$ cat config.mk
export PLATFORM = sky130hd
export DESIGN_NAME = apr_ctrl
export DESIGN_NICKNAME = d
export VERILOG_FILES = /design/src/apr_pkg.sv /design/src/apr_ctrl.sv
export VERILOG_INCLUDE_DIRS = /design/src /design/src/src
export SDC_FILE = /design/constraint.sdc
export NUM_CORES = 1
export LEC_CHECK = 0
export ABC_AREA = 1
export BUFFER_PORTS_ARGS = -buffer_cell sky130_fd_sc_hd__buf_2
export CORE_ASPECT_RATIO = 1.1
export CORE_UTILIZATION = 25
export CTS_CLUSTER_SIZE = 30
export DETAILED_ROUTE_END_ITERATION = 7
export PLACE_DENSITY = 0.51
export SYNTH_ARGS = -nofsm -noshare
export SYNTH_HDL_FRONTEND = slang
export SYNTH_SLANG_ARGS = --single-unit
$ cat constraint.sdc
create_clock -name clk -period 2.7 [get_ports clk]
set_input_delay 0.27 -clock clk [delete_from_list [all_inputs] [get_ports clk]]
set_output_delay 0.27 -clock clk [all_outputs]
set_load 0.005 [all_outputs]
$ cat src/accel_tilt_pitch_roll_macros.svh
// Assertion macros used by the tilt block controller.
`ifndef ACCEL_TILT_PITCH_ROLL_MACROS_SVH
`define ACCEL_TILT_PITCH_ROLL_MACROS_SVH

// Same-cycle implication, checked out of reset.
`define APR_ASSERT_IMP(lbl, ante, cons) \
	lbl: assert property (@(posedge clk) disable iff (!arst_n) (ante) |-> (cons)) \
		else $error("assertion failed");

// Next-cycle implication, checked out of reset.
`define APR_ASSERT_NXT(lbl, ante, cons) \
	lbl: assert property (@(posedge clk) disable iff (!arst_n) (ante) |=> (cons)) \
		else $error("assertion failed");

`endif

$ cat src/apr_pkg.sv
// Package: constants, state and control types of the tilt block.
package apr_pkg;

	localparam int SAMPLE_BITS_DEF    = 14;
	localparam int COEF_FRAC_BITS_DEF = 10;

	localparam int SW_WIDTH        = 11;
	localparam int DZ_WIDTH        = 13;
	localparam int CFG_DATA_WIDTH  = 13;
	localparam int CFG_INDEX_WIDTH = 2;

	localparam logic [CFG_INDEX_WIDTH-1:0] CFG_SMOOTHING = 2'd0;
	localparam logic [CFG_INDEX_WIDTH-1:0] CFG_DEAD_ZONE = 2'd1;

	localparam logic [SW_WIDTH-1:0] SMOOTHING_RESET = 11'd983;
	localparam logic [DZ_WIDTH-1:0] DEAD_ZONE_RESET = 13'd41;

	// arctangent polynomial, Q24 radians, ratio in Q1.16
	localparam int T_BITS   = 17;
	localparam int DIV_STEPS = 17;
	localparam logic [23:0] ATAN_A  = 24'd13176795;
	localparam logic [22:0] ATAN_B  = 23'd4105385;
	localparam logic [20:0] ATAN_C  = 21'd1112329;
	localparam logic [21:0] DEG_Q16 = 22'd3755047;
	localparam logic signed [15:0] NINETY_Q8 = 16'sd23040;

	typedef enum logic [3:0] {
		S_IDLE,
		S_FILT,
		S_SQ,
		S_SUM,
		S_ROOT,
		S_ALOAD,
		S_DIV,
		S_P1,
		S_P2,
		S_P3,
		S_P4,
		S_DONE
	} apr_state_t;

	typedef struct packed {
		logic in_ready;
		logic filt;
		logic sq;
		logic sum;
		logic root_step;
		logic at_load;
		logic at_roll;
		logic div_step;
		logic p1;
		logic p2;
		logic p3;
		logic fin;
		logic out_load;
	} apr_cmd_t;

	typedef struct packed {
		logic in_valid;
		logic out_free;
	} apr_status_t;

endpackage

$ cat src/apr_ctrl.sv
// Controller: sequences filter, root, divider and polynomial steps.
`include "accel_tilt_pitch_roll_macros.svh"

module apr_ctrl #(
	parameter int SAMPLE_BITS    = apr_pkg::SAMPLE_BITS_DEF,
	parameter int COEF_FRAC_BITS = apr_pkg::COEF_FRAC_BITS_DEF
) (
	input  logic                 clk,
	input  logic                 arst_n,
	input  apr_pkg::apr_status_t status,
	output apr_pkg::apr_cmd_t    cmd
);
	import apr_pkg::*;

	localparam int RW   = SAMPLE_BITS + COEF_FRAC_BITS + 1;
	localparam int MAXN = (RW > DIV_STEPS) ? RW : DIV_STEPS;
	localparam int CNTW = $clog2(MAXN);
	localparam logic [CNTW-1:0] ROOT_LAST = CNTW'(RW - 1);
	localparam logic [CNTW-1:0] DIV_LAST  = CNTW'(DIV_STEPS - 1);

	apr_state_t      state_q, state_d;
	logic [CNTW-1:0] cnt_q;
	logic            roll_q;

	always_comb begin
		state_d = state_q;
		case (state_q)
			S_IDLE:  if (status.in_valid) state_d = S_FILT;
			S_FILT:  state_d = S_SQ;
			S_SQ:    state_d = S_SUM;
			S_SUM:   state_d = S_ROOT;
			S_ROOT:  if (cnt_q == ROOT_LAST) state_d = S_ALOAD;
			S_ALOAD: state_d = S_DIV;
			S_DIV:   if (cnt_q == DIV_LAST) state_d = S_P1;
			S_P1:    state_d = S_P2;
			S_P2:    state_d = S_P3;
			S_P3:    state_d = S_P4;
			S_P4:    state_d = roll_q ? S_DONE : S_ALOAD;
			S_DONE:  if (status.out_free) state_d = S_IDLE;
			default: state_d = S_IDLE;
		endcase
	end

	always_comb begin
		cmd         = '0;
		cmd.at_roll = roll_q;
		case (state_q)
			S_IDLE:  cmd.in_ready  = 1'b1;
			S_FILT:  cmd.filt      = 1'b1;
			S_SQ:    cmd.sq        = 1'b1;
			S_SUM:   cmd.sum       = 1'b1;
			S_ROOT:  cmd.root_step = 1'b1;
			S_ALOAD: cmd.at_load   = 1'b1;
			S_DIV:   cmd.div_step  = 1'b1;
			S_P1:    cmd.p1        = 1'b1;
			S_P2:    cmd.p2        = 1'b1;
			S_P3:    cmd.p3        = 1'b1;
			S_P4:    cmd.fin       = 1'b1;
			S_DONE:  cmd.out_load  = status.out_free;
			default: ;
		endcase
	end

	always_ff @(posedge clk or negedge arst_n) begin
		if (!arst_n) begin
			state_q <= S_IDLE;
			cnt_q   <= '0;
			roll_q  <= 1'b0;
		end else begin
			state_q <= state_d;
			case (state_q)
				S_SUM: begin
					cnt_q  <= '0;
					roll_q <= 1'b0;
				end
				S_ALOAD: cnt_q <= '0;
				S_ROOT, S_DIV: cnt_q <= cnt_q + 1'b1;
				S_P4: roll_q <= 1'b1;
				default: ;
			endcase
		end
	end

	`APR_ASSERT_NXT(a_accept_starts, state_q == S_IDLE && status.in_valid, state_q == S_FILT)
	`APR_ASSERT_IMP(a_load_when_free, cmd.out_load, status.out_free)
	`APR_ASSERT_NXT(a_root_ends, state_q == S_ROOT && cnt_q == ROOT_LAST, state_q == S_ALOAD)
	`APR_ASSERT_IMP(a_done_after_roll, state_q == S_DONE, roll_q)

endmodule

# Word-level counts from Yosys, hierarchy flattened
# Index checks and enable logic that the tools add are counted.
# op_classes
addsub	1
eq_ne	17
n_reduce_logical	6
muxes	20
# ops
op	n
$pmux W4 S12	1
$mux W4	5
$eq A4 B3 Y1 const B	4
$eq A4 B4 Y1 const B	4
$mux W1	12
$eq A5 B5 Y1 const B	2
$pmux W5 S2	1
$eq A4 B2 Y1 const B	2
$ne A2 B2 Y1 const B	4
$add A5 B1 Y5 const B	1
$eq A4 B1 Y1 const B	1
$logic_not A4 Y1	1
$reduce_and A4 Y1	1
$reduce_bool A2 Y1	2
$reduce_or A2 Y1	2
$pmux W1 S2	1
# word_totals
register_bits	10
word_cells	47
out_inout_bits	13
inputBits	4

# Longest topological paths before layout
# logic_depth
ltp_word	3
depth_mapped	8
mapped_depth_nobuf	8

# Worst setup path after synthesis
# Ideal clock, no wire load.
# synth_path
path_type	flip-flop to output port
from	register state_q[2]
to	output port cmd[0] (netlist name)
n_path_buf	0
path_stages_with_launch	4
required_time_ns	2.430
arrival_ns	0.835
slack_ns	1.595
cell_sequence	dfrtp_1 > nor2_2 > inv_1 > nor3_1
# synth_lines
item	line	source
start, declared	apr_ctrl.sv:21	apr_state_t state_q, state_d;
start signal, assigned	apr_ctrl.sv:70	state_q <= state_d;
end, declared	apr_ctrl.sv:11	output apr_pkg::apr_cmd_t cmd

==> reports/qor_table.md <==
| Quantity | This run | Unit |
| --- | --- | --- |
| Outcome | finished clean | - |
| Synth area leaders | dfrtp_1, nand2_1, nor2_1, inv_1, nand3_1 | - |
| Final setup violating endpoints | 0 | - |
| Power share of the combinational group | 0.565 | - |
| Floorplan row count | 19 | - |
| Worst reg-to-reg setup slack | 1.42 | ns |
| WP data required | 2.43 | ns |
| Reg clk slew, reported paths | 0.06 | ns |
| Post-synth top area share | 0.357 | - |
| Residual DRC | 0 | - |
| GP Congestion | 0.827 | - |
| Count of nets after finishing | 128 | - |
| Horizontal extent of the die | 52.5 | um |
| Startpoint of the most critical hold path | status[0] | - |
| Most used flip-flop cell after synthesis | dfrtp_1 | - |
| Instance count of the mapped netlist | 102 | - |
| Clock insertion delay at the later pin of the skew report | 0.26 | ns |
| Number of storage elements in the synthesis netlist | 10 | - |
| Final cycle utilization of the critical path | 0.583 | - |
| Iter 0 DRT Violations | 21 | - |
| Hold violation total from the final report | 0 | - |
| TritonCTS sink count | 10 | - |
| RSZ-0062 raised after global routing | no | - |
| Cell with the most instances after synthesis | nand2_1 | - |
| Mean instance size in the synthesized netlist | 6.87 | sq um |
| Number of vias after detailed routing | 709 | - |
| Core utilization of the finished layout | 0.325 | - |
| Area Growth Syn to Fin | 18.9 | % |
| Root cell of the clock tree | clkbuf_4 | - |
| Via count of the first global-routing pass | 600 | - |
| Worst-case clock skew | 0.00176 | ns |
| Post-detailed-route via-to-cell ratio | 4.70 | - |
| Antenna violations before repair | 0 | - |
| Total clock buffers created by CTS | 3 | - |
| DRT antenna net count | 0 | - |
| Number of cells on the worst hold path | 4 | - |
| Number of detailed-route iterations in the first pass | 4 | - |
| CORE AREA | 2570 | sq um |
| Top fanout value on the critical path | 8 | - |
| Accumulated negative setup slack | 0 | ns |
| Internal cell power | 0.454 | mW |
| Layout cell share with drive strength beyond 1 | 0.233 | - |
| Power spent charging and discharging nets | 0.442 | mW |
| Count of final max-slew check failures | 0 | - |
| Sequential fraction of the synthesis area | 0.357 | - |
| Slew at the pin with the worst max-slew slack | 0.293 | ns |
| Clock tree from TritonCTS | built | - |
| Die height | 57.5 | um |
| Total half-perimeter wirelength after legalization and detailed placement | 1280 | um |
| Data arrival time of the critical path | 1.30 | ns |
| Kind of launch point of the worst setup path | register | - |
| Number of flops mapped to enable cells by yosys | 0 | - |
| Number of synthesis warnings | 0 | - |
| Post-route cell area | 833 | sq um |
| Count of maximum capacitance violations | 0 | - |
| Time the worst path needs with I/O delays and setup | 1.57 | ns |
| Cell depth of the worst flop-to-flop path | 7 | - |
| Total I/O pin count | 17 | - |
| Sw frac | 0.493 | - |
| H-Tree Level Count | 1 | - |
| Number of buffers on the longest clock path | 2 | - |
| Post-CTS Resized | 0 | - |
| Worst voltage drop across the vdd grid | 0.358 | mV |
| Worst setup EP type | output port | - |
| Starting density of the core | 0.273 | - |
| Remaining max-slew budget at the tightest pin | 0.804 | - |
| Fraction of registers with async set or reset after synthesis | 1.00 | - |
| Wire length of the first global-routing pass | 2560 | um |
| Average detailed-routed wire length per instance | 10.4 | um |
| Cell taking the most area after synthesis | dfrtp_1 | - |
| Achievable Freq | 636 | MHz |
| Largest net degree at the start of global routing | 11 | - |
| Commonest cells in the synthesized netlist | nand2_1, nor2_1, inv_1, nand3_1, dfrtp_1 | - |
| Synthesized net count | 108 | - |
| Power density of the placed cells | 1080 | nW/um^2 |
| Die Outline Area | 3020 | sq um |
| Capture instance of the worst register-to-register path | state_q[1] | - |
| Critical path class | register to output port | - |
| Diodes inserted | 0 | - |
| End point of the most critical hold path | state_q[0] | - |
| Global route overflow | 0 | - |
| HP Class | input pin to register | - |
| Leakage power total | 0.469 | nW |
| Worst flop-to-flop path startpoint | state_q[0] | - |
| Part of the total power dissipated in sequential elements | 0.324 | - |
| Total Wirelength | 1570 | um |
| Number of buffer cells added on primary ports | 16 | - |
| Placed standard-cell area | 801 | sq um |
| Part of the power in the clock network | 0.111 | - |
| Netlist cell types | 24 | - |
| Cell area after synthesis | 701 | sq um |
| All-Layer GR Usage | 0.117 | - |
-- state kept, by name (all words and copies together), names as in the netlist --
name and flops:
cnt_q 5, state_q 4, roll_q 1
-- cell families after synthesis --
| kind of cell | synth area share |
|---|---|
| AOI/OAI and AO/OA | 0.0857 |
| and+or+nand+nor | 0.391 |
| DFF | 0.357 |
| adders and majority gates | 0.0357 |
| xor gates and xnor gates | 0.0125 |
| buffers and inverters | 0.118 |
-- stage by stage --
step	power [mW]	worst slack, ns	hold WS [ns]	cells
3_5_place_dp	0.798	1.42	0.148	147
3_3_place_gp	0.794	1.43	0.153	147
4_1_cts	0.903	1.12	0.332	151
2_1_floorplan	0.670	1.59	-0.0256	102
6_report	0.896	1.13	0.333	151
5_1_grt	0.986	1.05	0.363	151
-- layout by cell type (no fill, tap or decap), drive strengths merged, types with 2 or more instances in the layout --
cell / netlist / routed
nand2: 24 / 24
nor2: 18 / 18
inv: 17 / 17
buf: 2 / 16
nand3: 12 / 12
dfrtp: 10 / 10
o21ai: 6 / 6
clkbuf: 0 / 3
nor3: 2 / 2
nand4: 2 / 2
o21bai: 2 / 2
ha: 2 / 2
-- worst max-delay path by stage --
stage                from     end  slack, ns  depth (start not counted)
5_1_grt        state_q[0]  cmd[9]       1.05                          5
3_3_place_gp   state_q[0]  cmd[9]       1.43                          5
6_report       state_q[0]  cmd[9]       1.13                          5
4_1_cts        state_q[0]  cmd[9]       1.12                          5
3_5_place_dp   state_q[0]  cmd[9]       1.42                          5
2_1_floorplan  state_q[2]  cmd[0]       1.59                          3
-- routing by layer --
metal	GRT usage	routed length, um	vias up
li1	-	-	361
met1	0.150	761	322
met2	0.177	695	22
met3	0.0320	91	4
met4	0.0564	24	0
met5	0	0	-
-- power groups by stage --
stage          logic [mW]  clock network [mW]  registers (mW)
4_1_cts             0.510               0.103           0.289
3_5_place_dp        0.505                   0           0.293
2_1_floorplan       0.407                   0           0.263
3_3_place_gp        0.502                   0           0.291
5_1_grt             0.579               0.108           0.300
6_report            0.506              0.0999           0.290
-- timing repair --
item,CTS,global route
hold endpoints to repair,10,0
hold buffers,1,0
setup buffers,0,0
-- critical path, cell delays in order, from the launching register on --
cell     delay, ns
dfrtp_1       0.51
nand2_2       0.12
inv_1         0.13
nand2_1       0.11
inv_1         0.07
buf_2         0.10
-- final cells by class --
type                    count  area [sq um]
multi-input cells          73           368
clock buffers               3          22.5
fillers                   282          1730
flip-flops and latches     10           250
repair buffers             17          90.1
well taps                  31          38.8
inverters                  17          63.8
(Power assumes the default switching activity.)
